`src/hdl/assert_macros.svh`:
```
// Assertion macros for the scanline unfilter RTL.
// Used by the top level; clk and rst_n are taken from the including scope.
`ifndef ASSERT_MACROS_SVH
`define ASSERT_MACROS_SVH
`ifndef SYNTH
`define ASSERT_IMPL(lbl, ante, cons, msg) \
    lbl: assert property (@(posedge clk) disable iff (!rst_n) (ante) |-> (cons)) \
        else $error(msg);
`define ASSERT_NEXT(lbl, ante, cons, msg) \
    lbl: assert property (@(posedge clk) disable iff (!rst_n) (ante) |=> (cons)) \
        else $error(msg);
`else
`define ASSERT_IMPL(lbl, ante, cons, msg)
`define ASSERT_NEXT(lbl, ante, cons, msg)
`endif
`endif

```
`src/hdl/psu_pkg.sv`:
```
// Shared types and constants for the scanline unfilter.
// No dependencies; imported by control, reconstruction, top and testbench.
package psu_pkg;

    typedef enum logic [2:0] {
        FILT_NONE  = 3'd0,
        FILT_SUB   = 3'd1,
        FILT_UP    = 3'd2,
        FILT_AVG   = 3'd3,
        FILT_PAETH = 3'd4
    } filt_t;

    localparam logic [7:0] FILT_MAX_CODE = 8'd4;

    localparam int CFG_IDX_W  = 2;
    localparam int CFG_DATA_W = 16;

    localparam logic [CFG_IDX_W-1:0] REG_BPP       = 2'd0;
    localparam logic [CFG_IDX_W-1:0] REG_ROW_BYTES = 2'd1;
    localparam logic [CFG_IDX_W-1:0] REG_ROW_COUNT = 2'd2;

    localparam int BPP_W   = 4;
    localparam int RB_W    = 15;
    localparam int RC_W    = 16;
    localparam int CNT_W   = 17;

    typedef struct packed {
        logic       bad;
        logic       first_row;
        filt_t      filter;
        logic       row_last;
        logic       image_last;
        logic [7:0] data;
    } item_t;

endpackage

```
`src/hdl/psu_recon.sv`:
```
// Reconstruction stage: filter predictors, neighbor histories, output register.
// Depends on psu_pkg; reads line buffer data issued by psu_ctrl.
module psu_recon #(
    parameter int MAX_ROW_BYTES   = 16384,
    parameter int MAX_PIXEL_BYTES = 8,
    parameter int AW = (MAX_ROW_BYTES > 1) ? $clog2(MAX_ROW_BYTES) : 1,
    parameter int SW = (MAX_PIXEL_BYTES > 1) ? $clog2(MAX_PIXEL_BYTES) : 1
) (
    input  logic           clk,
    input  logic           rst_n,
    input  logic           item_valid,
    input  psu_pkg::item_t item,
    input  logic [AW-1:0]  item_addr,
    input  logic [SW-1:0]  item_slot,
    input  logic [7:0]     rd_data,
    input  logic           hist_clear,
    output logic           take,
    output logic           wr_en,
    output logic [AW-1:0]  wr_addr,
    output logic [7:0]     wr_data,
    output logic           out_valid,
    input  logic           out_ready,
    output logic [7:0]     out_byte,
    output logic           out_bad,
    output logic           out_row_last,
    output logic           out_image_last
);
    import psu_pkg::*;

    function automatic logic [7:0] paeth_pred(input logic [7:0] a, input logic [7:0] b,
                                              input logic [7:0] c);
        logic signed [10:0] p, da, db, dc;
        logic        [10:0] pa, pb, pc;
        p  = $signed({3'b0, a}) + $signed({3'b0, b}) - $signed({3'b0, c});
        da = p - $signed({3'b0, a});
        db = p - $signed({3'b0, b});
        dc = p - $signed({3'b0, c});
        pa = (da < 0) ? 11'(-da) : 11'(da);
        pb = (db < 0) ? 11'(-db) : 11'(db);
        pc = (dc < 0) ? 11'(-dc) : 11'(dc);
        if (pa <= pb && pa <= pc)
        begin
            return a;
        end
        else if (pb <= pc)
        begin
            return b;
        end
        return c;
    endfunction

    logic [7:0] left_reg [MAX_PIXEL_BYTES];
    logic [7:0] ul_reg   [MAX_PIXEL_BYTES];

    logic       out_valid_reg, out_valid_next;
    logic [7:0] out_byte_reg;
    logic       out_bad_reg, out_rlast_reg, out_ilast_reg;

    logic [7:0] a, b, c, x;
    logic [8:0] avg_sum;

    assign take = item_valid && (!out_valid_reg || out_ready);

    assign a       = left_reg[item_slot];
    assign c       = ul_reg[item_slot];
    assign b       = item.first_row ? 8'd0 : rd_data;
    assign avg_sum = {1'b0, a} + {1'b0, b};

    always_comb
    begin
        unique case (item.filter)
            FILT_NONE:  x = item.data;
            FILT_SUB:   x = item.data + a;
            FILT_UP:    x = item.data + b;
            FILT_AVG:   x = item.data + avg_sum[8:1];
            FILT_PAETH: x = item.data + paeth_pred(a, b, c);
            default:    x = item.data;
        endcase
    end

    assign wr_en   = take && !item.bad;
    assign wr_addr = item_addr;
    assign wr_data = x;

    always_ff @(posedge clk or negedge rst_n)
    begin
        if (!rst_n)
        begin
            for (int i = 0; i < MAX_PIXEL_BYTES; i++)
            begin
                left_reg[i] <= '0;
                ul_reg[i]   <= '0;
            end
        end
        else if (hist_clear)
        begin
            for (int i = 0; i < MAX_PIXEL_BYTES; i++)
            begin
                left_reg[i] <= '0;
                ul_reg[i]   <= '0;
            end
        end
        else if (wr_en)
        begin
            left_reg[item_slot] <= x;
            ul_reg[item_slot]   <= b;
        end
    end

    assign out_valid_next = take || (out_valid_reg && !out_ready);

    always_ff @(posedge clk or negedge rst_n)
    begin
        if (!rst_n)
        begin
            out_valid_reg <= 1'b0;
        end
        else
        begin
            out_valid_reg <= out_valid_next;
        end
    end

    always_ff @(posedge clk)
    begin
        if (take)
        begin
            out_byte_reg  <= item.bad ? 8'd0 : x;
            out_bad_reg   <= item.bad;
            out_rlast_reg <= item.row_last;
            out_ilast_reg <= item.image_last;
        end
    end

    assign out_valid      = out_valid_reg;
    assign out_byte       = out_byte_reg;
    assign out_bad        = out_bad_reg;
    assign out_row_last   = out_rlast_reg;
    assign out_image_last = out_ilast_reg;

endmodule

```
`config.mk`:
```
export PLATFORM = sky130hd
export DESIGN_NAME = psu_recon
export DESIGN_NICKNAME = d
export VERILOG_FILES = /design/src/hdl/assert_macros.svh /design/src/hdl/psu_pkg.sv /design/src/hdl/psu_recon.sv
export SDC_FILE = /design/constraint.sdc
export NUM_CORES = 1
export LEC_CHECK = 0
export ABC_CLOCK_PERIOD_IN_PS = 17400
export BUFFER_PORTS_ARGS = -buffer_cell sky130_fd_sc_hd__clkbuf_2
export CORE_MARGIN = 3
export CORE_UTILIZATION = 60
export DETAILED_ROUTE_END_ITERATION = 7
export GPL_TIMING_DRIVEN = 0
export PLACE_DENSITY = 0.77
export SYNTH_ARGS = -nofsm -noshare
export SYNTH_HDL_FRONTEND = slang
export SYNTH_SLANG_ARGS = --single-unit
```
`constraint.sdc`:
```
create_clock -name clk -period 17.4 [get_ports clk]
set_clock_uncertainty 0.2 [all_clocks]
set_input_delay 3.48 -clock clk [delete_from_list [all_inputs] [get_ports clk]]
set_output_delay 3.48 -clock clk [all_outputs]
set_load 0.005 [all_outputs]
```
==> results of run 1 <==
synth_stat cells (7+ instances only):
cell type,n
nand2_1,195
nor2_1,148
dfrtp_1,129
a21oi_1,125
inv_1,77
ha_1,74
a211oi_1,66
clkbuf_1,47
o21ai_0,27
xnor2_1,27
mux2i_1,21
xor2_1,20
nand2b_1,18
mux4_2,17
a221oi_1,15
nand3_1,15
a21o_1,14
buf_4,14
fa_1,13
edfxtp_1,11
nor2b_1,11
nor3_1,10
nor4_1,10
o21a_1,9
o21bai_1,9
a22oi_1,8
o22ai_1,7
or3_1,7
or4_1,7
worst max-delay path, delay by kind of cell:
family | cells | cell delay (ps)
mux | 4 | 1010
compound gates | 18 | 3240
xor+xnor | 2 | 390
fa+ha+maj | 5 | 1750
buf+inv | 9 | 1330
simple gates | 8 | 2080
per-stage QoR:
| step | hold slack (ps) | cell area (µm²) | TNS (ps) | utilization, % |
|---|---|---|---|---|
| after global placement | 298.0 | 11430 | -15790 | 65.38 |
| after detailed placement | 313.3 | 11460 | -16500 | 65.59 |
| after global routing | 339.4 | 12500 | -40.45 | 71.51 |
| after CTS | 322.1 | 12260 | 0 | 70.15 |
| after floorplan | 297.1 | 10830 | 0 | - |
| final | 321.8 | 12500 | 0 | 71.51 |
layout make-up:
type / count / area [µm²] / area share [%]
clock inverter: 12 / 170.2 / 1.362
tap: 225 / 281.5 / 2.253
inverter: 83 / 311.5 / 2.493
sequential: 140 / 3558 / 28.47
timing repair buffer: 72 / 414.1 / 3.314
buffer: 67 / 379.1 / 3.034
multi-input combinational: 980 / 6915 / 55.34
clock buffer: 20 / 466.7 / 3.734
routing by layer:
layer  global-route usage (%)  vias up  routed length, µm
met2                    52.32      602              15070
met5                        0        -                  0
met4                    11.68        0               1078
met1                    46.47     4928              13830
met3                    8.467       87               3561
li1                         -     4706                  -
repair_timing:
item / in CTS / in global routing
buffers inserted: 3 / 6
gates resized for setup: 41 / 57
pin swaps: 4 / 9
endpoints found under the setup margin: 8 / 7
cell families after synthesis:
group	count (synthesis)	synth area share [%]
other	2	0.06932
and+or+nand+nor	449	18.25
DFF	140	32.84
adders and majority gates	87	10.95
AOI/OAI and AO/OA	345	21.27
xor gates and xnor gates	51	4.400
buffers and inverters	150	5.786
muxes	46	6.433
power breakdown:
part           leakage, µW  internal, µW  switching [µW]  total (µW)
clock network     0.000311           241             153         395
logic              0.00327           443             679        1120
registers          0.00190           337            2.73         340
worst paths after layout:
check,startpoint,endpoint,slack [ps],cells past startpoint
min in group asynchronous,rst_n,left_reg[21],2770,1
worst min register to register,ul_reg[2],ul_reg[2],320,2
worst min-delay path,ul_reg[2],ul_reg[2],320,2
max in group asynchronous,rst_n,ul_reg[51],13470,2
worst max-delay path,item_slot[2],wr_data[7],400,46
worst max register to register,ul_reg[12],out_byte[7],7210,42
==> qor.yml, run 1 <==
core_um2: 17480
leading_cell_type_in_the_layout_fill_and_taps_excluded: "nand2_1"
drive_gt1_share_pct: 16.01
yosys_warnings: 0
clk-insertion-delay-late_ps: 440
synth_fp_nets: 1402
timing_worst_slew_pin_value_ps: 1231
ctsHoldBuffers: 0
finalWeightedCongestion: 0.9520
worst-path-max-fanout: 10
yosys.area.top_type_share_pct: 29.80
synth.top_cells.by_area: "dfrtp_1 30%, ha_1 8.5%, nand2_1 6.8%"
end_kind: "output pin"
syn_to_final_growth_pct: 15.35
layout_worst_path_cycle_share_pct: 97.72
portBuffers: 62
post-dp-hpwl_um: 24290
critPathKind: "primary input to output pin"
timing_hold_violations_final: 0
initial_core_util_pct: 61.99
detail_route.iter0.violations: 1139
tritoncts_num_sinks: 140
routed_length_per_placed_instance_um: 20.97
clock_tree.buffer_depth: 2
numPlacedInstances: 1558
vias: 10320
irDropWorstVdd_v: 0.0001271
synthFlopType: "dfrtp_1"
element_type_at_the_critical_path_start: "primary input"
worst_path_largest_cell_delay_ps: 570
postSynthRegisterBits: 140
die_height_um: 140.4
finalWirelength_um: 33540
die_width_um: 140.4
synth_cells: 1270
grt_antenna_before_repair: 0
final_number_of_max_transition_violations: 0
highest_clock_frequency_the_design_can_meet_mhz: 58.81
cts_inserted_buffers: 17
post_synth_num_cell_types: 84
timing.final.ws_setup_ps: 396.0
routed_via_density: 6.456
ioPinCount: 81
mostFrequentLayoutCells: "194 x nand2_1, 143 x nor2_1, 129 x dfrtp_1"
final.min_clock_period_ps: 17000
post-synth-top-area-cell: "dfrtp_1"
vias_in_the_first_global_route: 9801
cts_tree: "yes"
outcome: "completed"
crit_path_top_delay_cell: "fa_1"
holdCritPathClass: "flop to flop"
grt_max_degree: 85
cts_max_level: 4
detailedPlace.worstSlack_ps: -2606
insertedDiodeCount: 0
leakage_uw: 0.005478
globalRouteOverflowTotal: 0
cts-root-buf: "clkbuf_16"
timing.max_cap.violations: 0
global_route_wire_length_before_repair_um: 52540
critPathRequiredTime_ps: 13720
num_rows: 48
setup_violations: 0
die-area_um2: 19710
synth_edf_count: 11
timing.critical_path.arrival_ps: 13320
synth.yosys.seq_area_share_pct: 32.84
syn_avg_cell_area_um2: 8.531
final.fill_count: 1382
globalRouteTotalUtil_pct: 33.76
slew-limit-headroom_pct: 15.60
power_density_nw_per_um2: 148.6
drc: 0
synth.cell_area_um2: 10830
finalNonFillerCells: 1599
final_net_count: 1493
clk_pin_slew_worst_paths_ps: 60
drt.antenna.violating_nets: 0
post-layout-total-power_uw: 1857
synth-async-reset-ratio_pct: 92.14
detailedRoute.firstPassIterationCount: 7
Power figures use the tool's default switching activity.
==> run 2, diff against run 1 <==
--- a/config.mk
+++ b/config.mk
@@ -5,6 +5,7 @@
 export SDC_FILE = /design/constraint.sdc
 export NUM_CORES = 1
 export LEC_CHECK = 0
+export ABC_AREA = 1
 export ABC_CLOCK_PERIOD_IN_PS = 17400
 export BUFFER_PORTS_ARGS = -buffer_cell sky130_fd_sc_hd__clkbuf_2
 export CORE_MARGIN = 3
==> qor.yml, run 2 <==
outcome: "completed"
end_kind: "output pin"
irDropWorstVdd_v: 0.0001086  # -15%
critPathKind: "primary input to output pin"
final_net_count: 1649  # +10%
syn_to_final_growth_pct: 12.64
die_width_um: 138.6  # -1.3%
routed_via_density: 5.878  # -9.0%
drc: 0  # unchanged
final_core_util_pct: 70.43  # -1.1 points
routed_length_per_placed_instance_um: 18.21  # -13%
synth.yosys.seq_area_share_pct: 33.72  # +0.88 points
finalWeightedCongestion: 0.9665  # +1.5%
synthFlopType: "dfrtp_1"
setup_violations: 0  # unchanged
slew-limit-headroom_pct: 28.93  # +13 points
worst_path_largest_cell_delay_ps: 560  # about the same
grt_setup_unrepaired: "no"
timing_hold_violations_final: 0  # unchanged
synth_cells: 1428  # +12%
fin_setup_tns_ps: 0  # unchanged
power_density_nw_per_um2: 135.9  # -8.6%
clk-insertion-delay-late_ps: 430  # about the same
core_um2: 16880  # -3.4%
crit_path_top_delay_cell: "fa_1"
initial_core_util_pct: 62.53  # +0.53 points
finalWirelength_um: 31870  # -5.0%
ctsHoldBuffers: 0  # unchanged
leading_cell_type_in_the_layout_fill_and_taps_excluded: "nand2_1"
drive_gt1_share_pct: 12.88  # -3.1 points
vias_in_the_first_global_route: 9695  # -1.1%
cts_tree: "yes"
synth-async-reset-ratio_pct: 92.14  # unchanged
grt_antenna_before_repair: 0  # unchanged
die-area_um2: 19220  # -2.5%
clock_tree.buffer_depth: 2  # unchanged
highest_clock_frequency_the_design_can_meet_mhz: 60.07  # +2.1%
worst-path-max-fanout: 10  # unchanged
cts_max_level: 4  # unchanged
grt_max_degree: 105  # +24%
mostFrequentLayoutCells: "327 x nand2_1, 278 x inv_1, 129 x dfrtp_1"
layout_worst_path_cycle_share_pct: 95.67  # -2.1 points
synth_top_cells_by_count: "327 x nand2_1, 278 x inv_1, 129 x dfrtp_1"
tritoncts_num_sinks: 140  # unchanged
vias: 10290  # -0.36%
portBuffers: 65  # +4.8%
num_rows: 47  # -2.1%
globalRouteTotalUtil_pct: 32.85  # -0.91 points
synth_fp_nets: 1560  # +11%
globalRouteOverflowTotal: 0  # unchanged
post-dp-hpwl_um: 24170  # -0.48%
holdCritPathClass: "flop to flop"
synth_edf_count: 11  # unchanged
final_number_of_max_transition_violations: 0  # unchanged
post-synth-top-area-cell: "dfrtp_1"
final.min_clock_period_ps: 16650  # -356.8 ps
timing.max_cap.violations: 0  # unchanged
timing.critical_path.arrival_ps: 12970  # -350 ps
timing_worst_slew_pin_value_ps: 1059  # -171.8 ps
element_type_at_the_critical_path_start: "primary input"
post_synth_num_cell_types: 47  # -44%
die_height_um: 138.6  # -1.3%
insertedDiodeCount: 0  # unchanged
clk_pin_slew_worst_paths_ps: 60  # about the same
drt.antenna.violating_nets: 0  # unchanged
hold_ws_ps: 282.4  # -39.46 ps
cts_inserted_buffers: 17  # unchanged
critPathRequiredTime_ps: 13720  # about the same
postSynthRegisterBits: 140  # unchanged
yosys.area.top_type_share_pct: 30.59  # +0.79 points
cts-root-buf: "clkbuf_16"
synth_most_common_cell: "nand2_1"
yosys_warnings: 0  # unchanged
syn_avg_cell_area_um2: 7.390  # -13%
crit_family: "simple AND/OR/NAND/NOR gates"
global_route_wire_length_before_repair_um: 50340  # -4.2%
worstPathBufferInverterCount: 12  # +3
synth.cell_area_um2: 10550  # -2.6%
leakage_uw: 0.006063  # +11%
ioPinCount: 81  # unchanged
detail_route.iter0.violations: 1293  # +14%
synth.top_cells.by_area: "dfrtp_1 31%, nand2_1 12%, inv_1 9.9%"
detailedRoute.firstPassIterationCount: 7  # unchanged
critical_path.most_common_cell: "nand2_1"
==> run 2: cell count changes after synthesis, moves of 36 or more <==
cell | previous run | this run
a211oi_1 | 66 | 3
a21oi_1 | 125 | 39
inv_1 | 77 | 278
nand2_1 | 195 | 327
nand3_1 | 15 | 51
nor2_1 | 148 | 96
o21ai_0 | 27 | 70
o22ai_1 | 7 | 93
==> run 2: metrics by stage <==
| stage | cells | area [µm²] | worst slack [ps] | total power, µW |
|---|---|---|---|---|
| 2_1_floorplan | 1428 | 10550 | 2796 | 996.6 |
| 3_3_place_gp | 1713 | 11150 | 441.5 | 1172 |
| 3_5_place_dp | 1714 | 11190 | 314.8 | 1204 |
| 4_1_cts | 1746 | 11830 | 254.9 | 1597 |
| 5_1_grt | 1750 | 11890 | 24.08 | 1738 |
| 6_report | 1750 | 11890 | 752.8 | 1615 |
==> run 2: path summary, 6_finish.rpt <==
check                        startpoint      endpoint  slack (ps)  cells past startpoint
max                        item_slot[2]    wr_data[6]         750                     54
min                        left_reg[31]  left_reg[31]         280                      2
max reg2reg                left_reg[49]  left_reg[30]        8020                     48
min reg2reg                left_reg[31]  left_reg[31]         280                      2
max in group asynchronous         rst_n    ul_reg[26]       13500                      2
min in group asynchronous         rst_n    ul_reg[60]        2730                      1
==> run 2: kinds of logic after synthesis <==
logic type	after synthesis	synth area share [%]
simple gates	576	24.43
buf+inv	322	12.21
compound gates	267	15.51
flops	140	33.72
fa+ha+maj	87	11.24
xor+xnor	34	2.822
other cells	2	0.07117
==> run 2: layer usage <==
metal | global-route usage, % | vias up | wire length (µm)
met5 | 0 | - | 0
met4 | 10.20 | 0 | 736
met3 | 7.759 | 65 | 3767
met2 | 48.54 | 603 | 13800
met1 | 48.25 | 4777 | 13570
li1 | - | 4841 | -
==> run 2: what timing repair did <==
item | CTS | global route
gates resized for setup | 0 | 13
setup buffers | 0 | 4
setup endpoints to repair | 0 | 4
==> run 2: worst min-delay path, stage by stage (launching register included) <==
cell and delay [ps]:
dfrtp_1 340, nand2_1 60, nand2_1 50
==> run 2: where the power goes <==
part	total, µW	switching (µW)	internal [µW]
Combinational	880	573	307
Clock	397	141	256
Sequential	337	1.86	335
==> run 2: layout make-up <==
class                      instances  area [µm²]
multi-input combinational        966        5727
buffer                            32       202.7
sequential                       140        3558
clock inverter                    13       196.4
fill                            1398        4991
clock buffer                      19       442.9
timing repair buffer              70       391.6
inverter                         290        1092
tap                              220       275.3
