### config.mk
export PLATFORM = sky130hd
export DESIGN_NAME = psu_ctrl
export DESIGN_NICKNAME = d
export VERILOG_FILES = /design/src/hdl/assert_macros.svh /design/src/hdl/psu_pkg.sv /design/src/hdl/psu_ctrl.sv
export SDC_FILE = /design/constraint.sdc
export NUM_CORES = 1
export LEC_CHECK = 0
export ABC_CLOCK_PERIOD_IN_PS = 3400
export BUFFER_PORTS_ARGS = -buffer_cell sky130_fd_sc_hd__buf_4
export CORE_ASPECT_RATIO = 1.25
export CORE_MARGIN = 2
export CORE_UTILIZATION = 53
export DETAILED_ROUTE_END_ITERATION = 7
export PLACE_DENSITY = 0.76
export SLEW_MARGIN = 20
export SYNTH_ARGS = -nofsm -noshare
export SYNTH_HDL_FRONTEND = slang
export SYNTH_SLANG_ARGS = --single-unit
export TNS_END_PERCENT = 10
### constraint.sdc
create_clock -name clk -period 3.4 [get_ports clk]
set_clock_uncertainty 0.1 [all_clocks]
set_input_delay 0.68 -clock clk [delete_from_list [all_inputs] [get_ports clk]]
set_output_delay 0.68 -clock clk [all_outputs]
set_load 0.02 [all_outputs]
### src/hdl/assert_macros.svh
// Assertion macros for the scanline unfilter RTL.
// Used by the top level; clk and rst_n are taken from the including scope.
`ifndef ASSERT_MACROS_SVH
`define ASSERT_MACROS_SVH
`ifndef SYNTH
`define ASSERT_IMPL(lbl, ante, cons, msg) \
    lbl: assert property (@(posedge clk) disable iff (!rst_n) (ante) |-> (cons)) \
        else $error(msg);
`define ASSERT_NEXT(lbl, ante, cons, msg) \
    lbl: assert property (@(posedge clk) disable iff (!rst_n) (ante) |=> (cons)) \
        else $error(msg);
`else
`define ASSERT_IMPL(lbl, ante, cons, msg)
`define ASSERT_NEXT(lbl, ante, cons, msg)
`endif
`endif

### src/hdl/psu_pkg.sv
// Shared types and constants for the scanline unfilter.
// No dependencies; imported by control, reconstruction, top and testbench.
package psu_pkg;

    typedef enum logic [2:0] {
        FILT_NONE  = 3'd0,
        FILT_SUB   = 3'd1,
        FILT_UP    = 3'd2,
        FILT_AVG   = 3'd3,
        FILT_PAETH = 3'd4
    } filt_t;

    localparam logic [7:0] FILT_MAX_CODE = 8'd4;

    localparam int CFG_IDX_W  = 2;
    localparam int CFG_DATA_W = 16;

    localparam logic [CFG_IDX_W-1:0] REG_BPP       = 2'd0;
    localparam logic [CFG_IDX_W-1:0] REG_ROW_BYTES = 2'd1;
    localparam logic [CFG_IDX_W-1:0] REG_ROW_COUNT = 2'd2;

    localparam int BPP_W   = 4;
    localparam int RB_W    = 15;
    localparam int RC_W    = 16;
    localparam int CNT_W   = 17;

    typedef struct packed {
        logic       bad;
        logic       first_row;
        filt_t      filter;
        logic       row_last;
        logic       image_last;
        logic [7:0] data;
    } item_t;

endpackage

### src/hdl/psu_ctrl.sv
// Row sequencer: filter byte decode, column/row counting, line buffer read issue.
// Depends on psu_pkg; feeds the reconstruction stage.
module psu_ctrl #(
    parameter int MAX_ROW_BYTES   = 16384,
    parameter int MAX_PIXEL_BYTES = 8,
    parameter int AW = (MAX_ROW_BYTES > 1) ? $clog2(MAX_ROW_BYTES) : 1,
    parameter int SW = (MAX_PIXEL_BYTES > 1) ? $clog2(MAX_PIXEL_BYTES) : 1
) (
    input  logic                       clk,
    input  logic                       rst_n,
    input  logic [psu_pkg::BPP_W-1:0]  cfg_bpp,
    input  logic [psu_pkg::RB_W-1:0]   cfg_row_bytes,
    input  logic [psu_pkg::RC_W-1:0]   cfg_row_count,
    input  logic                       in_valid,
    output logic                       in_ready,
    input  logic [7:0]                 in_byte,
    input  logic                       in_start,
    input  logic                       take,
    output logic                       item_valid,
    output psu_pkg::item_t             item,
    output logic [AW-1:0]              item_addr,
    output logic [SW-1:0]              item_slot,
    output logic                       hist_clear,
    output logic                       rd_en,
    output logic [AW-1:0]              rd_addr
);
    import psu_pkg::*;

    localparam logic [CNT_W-1:0] MAX_RB = CNT_W'(MAX_ROW_BYTES);
    localparam logic [BPP_W-1:0] MAX_PB = BPP_W'(MAX_PIXEL_BYTES);

    logic            expect_reg, expect_next;
    logic [AW-1:0]   pos_reg, pos_next;
    logic [2:0]      m8_reg, m8_next;
    logic [1:0]      m3_reg, m3_next;
    logic [2:0]      m5_reg, m5_next;
    logic [2:0]      m7_reg, m7_next;
    filt_t           filter_reg, filter_next;
    logic [RC_W-1:0] row_index_reg, row_index_next;
    logic            first_reg, first_next;
    logic            drop_reg, drop_next;

    logic            s1_valid_reg, s1_valid_next;
    item_t           s1_item_reg, s1_item_next;
    logic [AW-1:0]   s1_addr_reg;
    logic [SW-1:0]   s1_slot_reg;

    logic             accept;
    logic             eff_drop, eff_expect, eff_first;
    logic [RC_W-1:0]  eff_row_index;
    logic [CNT_W-1:0] eff_rb, eff_rc, pos_plus, row_plus;
    logic [BPP_W-1:0] eff_bpp;
    logic [2:0]       m6, slot_full;
    logic [SW-1:0]    slot;
    logic             rlast, ilast, is_data;

    assign in_ready = !s1_valid_reg || take;
    assign accept   = in_valid && in_ready;

    assign eff_drop      = !in_start && drop_reg;
    assign eff_expect    = in_start || expect_reg;
    assign eff_first     = in_start || first_reg;
    assign eff_row_index = in_start ? '0 : row_index_reg;

    assign eff_rb = (cfg_row_bytes == '0) ? CNT_W'(1) :
                    ((CNT_W'(cfg_row_bytes) > MAX_RB) ? MAX_RB : CNT_W'(cfg_row_bytes));
    assign eff_rc = (cfg_row_count == '0) ? CNT_W'(1) : CNT_W'(cfg_row_count);
    assign eff_bpp = (cfg_bpp == '0) ? BPP_W'(1) :
                     ((cfg_bpp > MAX_PB) ? MAX_PB : cfg_bpp);

    assign pos_plus  = CNT_W'(pos_reg) + CNT_W'(1);
    assign row_plus  = CNT_W'(row_index_reg) + CNT_W'(1);
    assign rlast     = pos_plus >= eff_rb;
    assign ilast     = row_plus >= eff_rc;

    // column modulo six from its residues modulo two and three
    assign m6 = (m3_reg[0] == m8_reg[0]) ? {1'b0, m3_reg} : ({1'b0, m3_reg} + 3'd3);

    always_comb
    begin
        unique case (eff_bpp)
            4'd1:    slot_full = 3'd0;
            4'd2:    slot_full = {2'b00, m8_reg[0]};
            4'd3:    slot_full = {1'b0, m3_reg};
            4'd4:    slot_full = {1'b0, m8_reg[1:0]};
            4'd5:    slot_full = m5_reg;
            4'd6:    slot_full = m6;
            4'd7:    slot_full = m7_reg;
            4'd8:    slot_full = m8_reg;
            default: slot_full = 3'd0;
        endcase
    end

    assign slot = slot_full[SW-1:0];

    assign is_data    = !eff_drop && !eff_expect;
    assign hist_clear = accept && !eff_drop && eff_expect;
    assign rd_en      = accept && is_data;
    assign rd_addr    = pos_reg;

    always_comb
    begin
        expect_next    = expect_reg;
        pos_next       = pos_reg;
        m8_next        = m8_reg;
        m3_next        = m3_reg;
        m5_next        = m5_reg;
        m7_next        = m7_reg;
        filter_next    = filter_reg;
        row_index_next = row_index_reg;
        first_next     = first_reg;
        drop_next      = drop_reg;
        s1_valid_next  = s1_valid_reg && !take;
        s1_item_next   = s1_item_reg;

        if (accept && !eff_drop)
        begin
            if (eff_expect)
            begin
                first_next     = eff_first;
                row_index_next = eff_row_index;
                expect_next    = 1'b1;
                if (in_byte > FILT_MAX_CODE)
                begin
                    drop_next              = 1'b1;
                    s1_valid_next          = 1'b1;
                    s1_item_next           = '0;
                    s1_item_next.bad       = 1'b1;
                    s1_item_next.data      = in_byte;
                end
                else
                begin
                    drop_next   = 1'b0;
                    expect_next = 1'b0;
                    filter_next = filt_t'(in_byte[2:0]);
                    pos_next    = '0;
                    m8_next     = '0;
                    m3_next     = '0;
                    m5_next     = '0;
                    m7_next     = '0;
                end
            end
            else
            begin
                s1_valid_next           = 1'b1;
                s1_item_next.bad        = 1'b0;
                s1_item_next.first_row  = first_reg;
                s1_item_next.filter     = filter_reg;
                s1_item_next.row_last   = rlast;
                s1_item_next.image_last = rlast && ilast;
                s1_item_next.data       = in_byte;
                if (rlast)
                begin
                    expect_next    = 1'b1;
                    first_next     = 1'b0;
                    row_index_next = row_plus[RC_W-1:0];
                    drop_next      = ilast;
                end
                else
                begin
                    pos_next = pos_plus[AW-1:0];
                    m8_next  = m8_reg + 3'd1;
                    m3_next  = (m3_reg == 2'd2) ? 2'd0 : (m3_reg + 2'd1);
                    m5_next  = (m5_reg == 3'd4) ? 3'd0 : (m5_reg + 3'd1);
                    m7_next  = (m7_reg == 3'd6) ? 3'd0 : (m7_reg + 3'd1);
                end
            end
        end
    end

    always_ff @(posedge clk or negedge rst_n)
    begin
        if (!rst_n)
        begin
            expect_reg    <= 1'b1;
            pos_reg       <= '0;
            m8_reg        <= '0;
            m3_reg        <= '0;
            m5_reg        <= '0;
            m7_reg        <= '0;
            filter_reg    <= FILT_NONE;
            row_index_reg <= '0;
            first_reg     <= 1'b1;
            drop_reg      <= 1'b0;
            s1_valid_reg  <= 1'b0;
        end
        else
        begin
            expect_reg    <= expect_next;
            pos_reg       <= pos_next;
            m8_reg        <= m8_next;
            m3_reg        <= m3_next;
            m5_reg        <= m5_next;
            m7_reg        <= m7_next;
            filter_reg    <= filter_next;
            row_index_reg <= row_index_next;
            first_reg     <= first_next;
            drop_reg      <= drop_next;
            s1_valid_reg  <= s1_valid_next;
        end
    end

    always_ff @(posedge clk)
    begin
        s1_item_reg <= s1_item_next;
        if (rd_en)
        begin
            s1_addr_reg <= pos_reg;
            s1_slot_reg <= slot;
        end
    end

    assign item_valid = s1_valid_reg;
    assign item       = s1_item_reg;
    assign item_addr  = s1_addr_reg;
    assign item_slot  = s1_slot_reg;

endmodule

==> results of run 1 <==
[path summary, 6_finish.rpt]
path                                    to  slack, ns
worst max-delay path            rd_addr[5]       0.20
worst min-delay path             m3_reg[1]       0.22
worst max register to register  rd_addr[5]       0.20
worst min register to register   m8_reg[2]       0.38
max in group asynchronous       rd_addr[5]       2.53
min in group clk                 m8_reg[2]       0.38
[layer usage]
metal  vias to the layer above  wire [µm]  global-route usage [%]
li1                       1953          -                       -
met1                      1887       4490                    29.3
met2                        95       5880                    41.7
met3                        17        418                    3.10
met4                         0        197                    11.1
met5                         -          0                       0
[power by group through the flow]
stage                     Sequential (mW)  Combinational [mW]  Clock (mW)
after floorplan                      1.40               0.470           0
after global placement               1.32               0.883           0
after detailed placement             1.33               0.921           0
after CTS                            1.31               0.925       0.689
after global routing                 1.34                1.02       0.728
final                                1.31               0.922       0.683
[layout make-up]
cell class	count	area, µm²
Fill cell	709	2790
Multi-Input combinational cell	352	2400
Sequential cell	80	2160
Timing Repair Buffer	115	863
Tap cell	120	150
Clock buffer	11	131
Inverter	27	101
Clock inverter	5	56.3
[critical path, stage by stage (launching register included)]
cell and delay [ns]:
dfrtp_1 0.35, ha_2 0.21, nand2_1 0.10, nor3_2 0.20, nand3_2 0.15, nor2_2 0.12, xor2_1 0.26, ha_1 0.30
a21oi_1 0.18, o21a_1 0.16, o211a_1 0.15, a21bo_2 0.27, and2_4 0.21, a221o_1 0.31
[cell families (layout without fill, tap and decap cells)]
| logic type | Yosys count | in the layout | synth area share [%] |
|---|---|---|---|
| buffers and inverters | 40 | 158 | 3.36 |
| AO/OA/AOI/OAI | 100 | 100 | 14.3 |
| adder cells (fa/ha/maj) | 38 | 38 | 10.1 |
| XOR/XNOR | 22 | 22 | 4.10 |
| AND/OR/NAND/NOR | 183 | 183 | 20.0 |
| flip-flops | 80 | 80 | 46.1 |
| multiplexers | 9 | 9 | 2.05 |
[cells in the final DEF (no fill, tap or decap), types with 6 or more instances in the layout]
master / n
edfxtp_1: 32
and3_1: 11
a21o_1: 10
nor2_1: 16
nor3_1: 12
nor4_1: 6
ha_1: 37
xor2_1: 10
xnor2_1: 12
nand4_1: 7
o21ai_0: 28
buf_4: 115
a221o_1: 10
nand3_1: 28
a21oi_1: 21
inv_1: 25
dfrtp_1: 46
nand2_1: 63
nand2b_1: 9
clkbuf_8: 9
[metrics by stage]
| stage | std cells | cell area (µm²) | hold slack [ns] |
|---|---|---|---|
| 6_report | 710 | 5860 | 0.217 |
| 5_1_grt | 710 | 5860 | 0.283 |
| 4_1_cts | 710 | 5840 | 0.245 |
| 3_5_place_dp | 694 | 5650 | 0.370 |
| 3_3_place_gp | 694 | 5650 | 0.368 |
| 2_1_floorplan | 472 | 4700 | 0.284 |
==> reports/metrics.csv, run 1 <==
metric;value;unit
outcome;complete, no violations;
power_frac_seq;45.0;%
floorplan.rows;38;
cp-start-kind;flop;
final_util;67.8;%
grt_max_degree;49;
swShare;34.4;%
fin_crit_sh;94.1;%
synthArstFlopShare;60.0;%
worstMarginPinSlew;0.677;ns
drc;0;
syn_inst;472;
drt-initial-drc-count;199;
p_leak;2.88;nW
required;3.54;ns
postSynthAreaPerCell;9.95;µm²
drt.antenna.violating_nets;0;
largest_reg_flops;16;
wirelength;11000;µm
drive_above_1_share;25.6;%
clkPwrFrac;23.4;%
total_power;2.92;mW
synth_top_cell_by_area;dfrtp_1;
routedWlPerCell;15.5;µm
crit_fanout;14;
hpwl;8420;µm
yosys_warnings;0;
crit_path_start;rd_addr[0];
diodes;0;
cts_tree;yes;
path_clk_slew;0.08;ns
ir_drop;0.000198;V
die_area;9630;µm²
cp-end-kind;flop;
max-slew-margin-rel;54.6;%
syn_nets;558;
firstDrtPassIters;5;
hold_violations;0;
synth-seq-cells;80;
yosysMostFrequentCell;nand2_1;
intPower;1.91;mW
synth_top_area_share;24.5;%
ys_types;55;
drt-vias-per-instance;5.57;
syn_area;4700;µm²
cts_hold_buf;0;
synth_common_cells;nand2_1 (63), dfrtp_1 (46), ha_1 (38);
rsz0062_at_grt;true;
path_class;flop to flop;
synth_edf_count;32;
synth-seq-area-share;46.1;%
cts_num_sinks;80;
yosys_most_used_dff;dfrtp_1;
fp.dieH;109;µm
vias;3952;
syn2layout_area_growth;24.9;%
crit_arrival;3.34;ns
ios;98;
ctsLongestPathBuffers;2;
finalSetupTns;0;ns
root_buffer;clkbuf_8;
fin_ws;0.201;ns
min_period;3.20;ns
r2r-start;rd_addr[0];
drv_cap;0;
ys_top_cells_by_area;dfrtp_1 (25%), edfxtp_1 (20%), ha_1 (10%);
preCtsSetupSlack;0.0344;ns
p_switching;1.00;mW
cts_inserted_buffers;9;
finalMaxSlewViolations;0;
antenna_found_initial;0;
power_density;498;nW/µm²
grt_pass1_wl;17700;µm
cts_resized;0;
overflow;0;
port_buffers;97;
rr_worst_depth;13;
start_util;54.3;%
htreeDepth;3;
max_freq;0.313;GHz
gp_congestion;0.869;
die_w;88.2;µm
coreArea;8650;µm²
clk_latency;0.36;ns
setup_viol_count_final;0;
first_global_vias;3821;
combPwrFrac;31.6;%
layout.nets;671;
post-cts-setup-buffer-count;0;
grt.total_usage;24.0;%
worstHoldPathType;input port to async pin;
Note: power is estimated with default switching activity, not from simulation.
==> run 2: changes to the inputs <==
Settings changed: ABC_AREA set to 1, CELL_PAD_IN_SITES_DETAIL_PLACEMENT set to 0, CELL_PAD_IN_SITES_GLOBAL_PLACEMENT set to 1, CORE_UTILIZATION 53 to 41, PLACE_DENSITY 0.76 to 0.78.
==> run 2 against run 1 <==
Against the previous run:
- core utilization fell by 15 points
- final cell count up 23%
- routed wire length increased by 3.9%
- synthesized area is 4.6% higher
- setup slack better by 0.035 ns
- first-iteration DRC count decreased by 29%
- clock power is 54% higher
- sequential power up 11%
- hold slack better by 0.046 ns
- largest cell class unchanged
- flip-flop and latch count stayed put
- synthesized cell count is 26% higher
- fmax grew 1.1%
==> reports/metrics.csv, run 2 <==
metric;value;unit
outcome;complete, no violations;
syn_nets;683;
port_buffers;97;
drc;0;
largest_reg_flops;16;
combPwrFrac;34.9;%
drt.antenna.violating_nets;0;
grt_pass1_wl;18600;µm
wirelength;11400;µm
worstHoldPathType;input port to async pin;
drt-initial-drc-count;142;
crit_fanout;7;
htreeDepth;3;
final_cell_mix;nand2_1 (158), inv_1 (105), buf_4 (104);
die_w;102;µm
yosys_warnings;0;
rr_worst_depth;16;
routedWlPerCell;13.1;µm
cts_tree;yes;
cts_hold_buf;0;
worst_hold_slack;0.263;ns
max_freq;0.316;GHz
path_clk_slew;0.06;ns
power_density;618;nW/µm²
syn_area;4910;µm²
placed_area;5840;µm²
intPower;2.42;mW
vias;4159;
synth-seq-area-share;44.1;%
power_frac_seq;37.7;%
synth_common_cells;nand2_1 (158), inv_1 (105), dfrtp_1 (46);
r2r-start;rd_addr[8];
yosys_most_used_dff;dfrtp_1;
gp_congestion;0.861;
min_period;3.16;ns
coreArea;11700;µm²
postSynthAreaPerCell;8.23;µm²
cp-end-kind;flop;
synth_top_cell_by_area;dfrtp_1;
cts_num_sinks;80;
final_common_cell;nand2_1;
root_buffer;clkbuf_16;
ctsLongestPathBuffers;2;
layout.nets;790;
path_class;flop to flop;
die_area;12900;µm²
p_leak;3.20;nW
antenna_found_initial;0;
drv_cap;0;
post-cts-setup-buffer-count;0;
rsz0062_at_grt;false;
max-slew-margin-rel;56.9;%
start_util;42.1;%
first_global_vias;4003;
ys_top_cells_by_area;dfrtp_1 (23%), edfxtp_1 (20%), nand2_1 (12%);
firstDrtPassIters;4;
cts_inserted_buffers;9;
swShare;36.9;%
finalMaxSlewViolations;0;
synth_edf_count;32;
cp-start-kind;flop;
clk_latency;0.34;ns
yosysMostFrequentCell;nand2_1;
drt-vias-per-instance;4.78;
worstMarginPinSlew;0.647;ns
ios;98;
clkPwrFrac;27.4;%
worstReg2RegEnd;rd_addr[12];
hpwl;8770;µm
synth-seq-cells;80;
finalSetupTns;0;ns
p_switching;1.41;mW
fin_crit_sh;93.1;%
hold_violations;0;
overflow;0;
ys_types;38;
crit_arrival;3.29;ns
syn2layout_area_growth;26.1;%
syn_inst;597;
synth_top_area_share;23.4;%
total_power;3.83;mW
ir_drop;0.000287;V
design_area;6190;µm²
grt.total_usage;18.2;%
synthArstFlopShare;60.0;%
reg2reg_slack;0.24;ns
floorplan.rows;44;
grt_max_degree;49;
fp.dieH;126;µm
setup_viol_count_final;0;
diodes;0;
required;3.53;ns
drive_above_1_share;20.5;%
==> run 2: area by class of cell <==
class                      instances  area [µm²]
fill                            1120        5480
multi-input combinational        401        2310
sequential                        80        2170
timing repair buffer             104         781
inverter                         108         410
clock buffer                      10         229
tap                              161         201
clock inverter                     6        92.6
==> run 2: kinds of logic after synthesis <==
kind of cell | after synthesis | share of synthesized area (%)
AND/OR/NAND/NOR | 286 | 26.8
buffers and inverters | 117 | 9.40
flip-flops | 80 | 44.1
AO/OA/AOI/OAI | 50 | 5.43
adder cells (fa/ha/maj) | 38 | 9.68
XOR/XNOR | 25 | 4.46
multiplexers | 1 | 0.204
==> run 2: routing by layer <==
metal / global-route usage (%) / part of all wire, % / wire length [µm] / up-vias
li1: - / - / - / 2144
met1: 22.3 / 43 / 4870 / 1929
met2: 32.1 / 52 / 5920 / 75
met3: 3.58 / 3.8 / 438 / 11
met4: 5.57 / 1.6 / 183 / 0
met5: 0 / 0 / 0 / -
==> run 2: worst max path at each step <==
stage / start / end / cells after the start
floorplan: cfg_row_bytes[4] / row_index_reg[6] / 19
global placement: cfg_row_bytes[10] / rd_addr[13] / 18
detailed placement: cfg_row_bytes[4] / rd_addr[5] / 17
CTS: rd_addr[4] / rd_addr[3] / 15
global route: rd_addr[8] / rd_addr[12] / 16
finish: rd_addr[8] / rd_addr[12] / 16
==> run 2: what timing repair did <==
action                                  4_1_cts  5_1_grt
hold endpoints to repair                      0        0
endpoints found under the setup margin        0       25
gates resized for setup                       0        7
==> run 2: critical path: stages (launching register included) <==
cell and delay [ns]:
dfrtp_1 0.44, inv_1 0.11, nor4_1 0.39, nand3_1 0.16, o21ai_0 0.18, nand2_1 0.10
inv_1 0.07, ha_1 0.24, a21oi_1 0.15, nor2_1 0.05, nor3_1 0.15, nand2_1 0.08
nor2_2 0.23, nand3_4 0.21, buf_4 0.22, nand3_1 0.06, o21ai_0 0.09
==> run 2: stage by stage <==
stage,cells,setup WS [ns],utilization (%)
finish,870,0.236,53.1
detailed placement,853,0.129,50.0
floorplan,597,0.322,-
CTS,869,0.199,52.8
global route,870,0.00725,53.1
global placement,853,0.169,50.0
==> run 2: power groups by stage <==
stage | registers, mW | logic, mW | clock network [mW]
final | 1.45 | 1.34 | 1.05
after global routing | 1.48 | 1.50 | 1.11
after CTS | 1.45 | 1.34 | 1.06
after detailed placement | 1.47 | 1.33 | 0
after global placement | 1.46 | 1.30 | 0
after floorplan | 1.57 | 0.733 | 0
==> run 3: changes to the inputs <==
Settings changed: CORE_ASPECT_RATIO 1.25 to not set.
==> run 3 against run 2 <==
Against the previous run:
- sequential power about the same
- critical path depth grew 1
- register-to-register slack gained 0.09 ns
- cell area down 1.4%
- via count fell by 0.67%
- first-iteration DRC count rose by 110%
- largest cell class unchanged
- fmax is 3.0% higher
- die area barely moved
- hold slack lost 0.0049 ns
- flip-flop and latch count unchanged
- clock power fell by 18%
==> reports/metrics.csv, run 3 (synthesized netlist as in run 2, its figures left out) <==
metric;value;unit
fin_ws;0.327;ns
met2_usage;28.1;%
hpwl;8860;µm
vias;4131;
max_freq;0.325;GHz
cts_hold_buf;0;
p_leak;3.18;nW
drc;0;
drt-vias-per-instance;4.84;
drive_above_1_share;20.0;%
die_area;12900;µm²
root_buffer;clkbuf_16;
fin_crit_sh;90.4;%
worstHoldPathType;input port to async pin;
grt.total_usage;18.8;%
firstDrtPassIters;4;
largest_reg_flops;16;
final_common_cell;nand2_1;
preCtsSetupSlack;0.146;ns
antenna_found_initial;0;
dp.cells;837;
crit_fanout;8;
first_global_vias;3912;
cp-start-kind;flop;
stdcell_count;853;
diodes;0;
port_buffers;97;
power_density;598;nW/µm²
ctsLongestPathBuffers;2;
floorplan.rows;39;
slowest_stage;dfrtp_1;
crit_family;simple AND/OR/NAND/NOR gates;
clk_latency;0.34;ns
crit_arrival;3.19;ns
start_util;42.5;%
final_cell_mix;nand2_1 (158), buf_4 (106), inv_1 (105);
worstMarginPinSlew;0.640;ns
grt_max_degree;49;
drt-initial-drc-count;292;
ios;98;
path_clk_slew;0.06;ns
crit_top_cell;nand2_1;
die_w;113;µm
gr-max-usage-layer;met2;
routedWlPerCell;13.5;µm
coreArea;11600;µm²
cts_num_sinks;80;
cts_inserted_buffers;9;
wirelength;11600;µm
required;3.52;ns
htreeDepth;3;
outcome;complete, no violations;
drt.antenna.violating_nets;0;
layout.nets;791;
setup_viol_count_final;0;
ir_drop;0.000317;V
min_period;3.07;ns
grt_pass1_wl;19100;µm
finalMaxSlewViolations;0;
hold_violations;0;
path_class;flop to flop;
overflow;0;
cp.buffers_inverters;2;
fp.dieH;113;µm
cts_tree;yes;
path_cells;inv_1, nor3_1, nand2_1, nor2_1, nand4_1, xor2_1, ha_1, nand2_1, nor2_2, nand4_1, nor3_2, nor2_4, nand2_2, nand3_4, buf_4, nand3_1, nand2_1;
grtUsageMet1;27.6;%
drv_cap;0;
max-slew-margin-rel;57.3;%
max_stage_delay;0.43;ns
fillCellCount;1086;
gp_congestion;0.850;
syn2layout_area_growth;24.4;%
grt_util_met3;3.19;%
cp-end-kind;flop;
==> run 3: changes by cell type in the layout (fill, tap and decap cells not counted), moves of 2 or more <==
cell,before,now
clkinv_2,0,4
clkinv_1,0,3
buf_4,104,106
bufinv_16,2,0
clkinvlp_4,2,0
inv_6,2,0
nor2_2,5,3
==> run 3: power breakdown <==
part | switching (mW) | leakage [nW] | internal [mW]
registers | 0.205 | 0.933 | 1.26
clock network | 0.376 | 0.129 | 0.483
logic | 0.818 | 2.12 | 0.516
total | 1.40 | 3.18 | 2.26
==> run 3: worst paths after layout <==
check / from / to / slack (ns) / depth (start not counted)
max: rd_addr[6] / row_index_reg[13] / 0.33 / 17
max reg2reg: rd_addr[6] / row_index_reg[13] / 0.33 / 17
max in group asynchronous: rst_n / rd_addr[1] / 2.47 / 1
min reg2reg: first_reg / first_reg / 0.36 / 2
min: rst_n / row_index_reg[15] / 0.26 / 1
min in group clk: first_reg / first_reg / 0.36 / 2
==> run 3: metrics by stage <==
| step | TNS (ns) | instance area [µm²] | utilization [%] | total power, mW | hold WS [ns] |
|---|---|---|---|---|---|
| after detailed placement | 0 | 5830 | 50.4 | 2.81 | 0.353 |
| after global routing | -0.00744 | 6110 | 52.8 | 3.93 | 0.306 |
| final | 0 | 6110 | 52.8 | 3.65 | 0.258 |
| after CTS | 0 | 6080 | 52.6 | 3.67 | 0.286 |
| after floorplan | 0 | 4910 | - | 2.30 | 0.284 |
| after global placement | 0 | 5830 | 50.4 | 2.77 | 0.349 |
==> run 3: per-layer routing <==
layer  vias to the layer above  part of all wire, %
met5                         -                    0
met4                         0                  1.8
met3                        15                  4.9
met2                        86                   44
met1                      1888                   49
li1                       2142                    -
==> run 3: repair_timing <==
action | in CTS | in global routing
setup endpoints to repair | 0 | 42
resized for setup | 0 | 7
endpoints found under the hold margin | 0 | 0
setup buffers | 0 | 0
==> run 3: final cells by class <==
type	instances	area, µm²	area share, %
Clock buffer	10	229	3.75
Timing Repair Buffer	106	796	13.0
Tap cell	143	179	2.93
Sequential cell	80	2170	35.4
Multi-Input combinational cell	400	2300	37.7
Clock inverter	6	26.3	0.430
Inverter	108	409	6.70
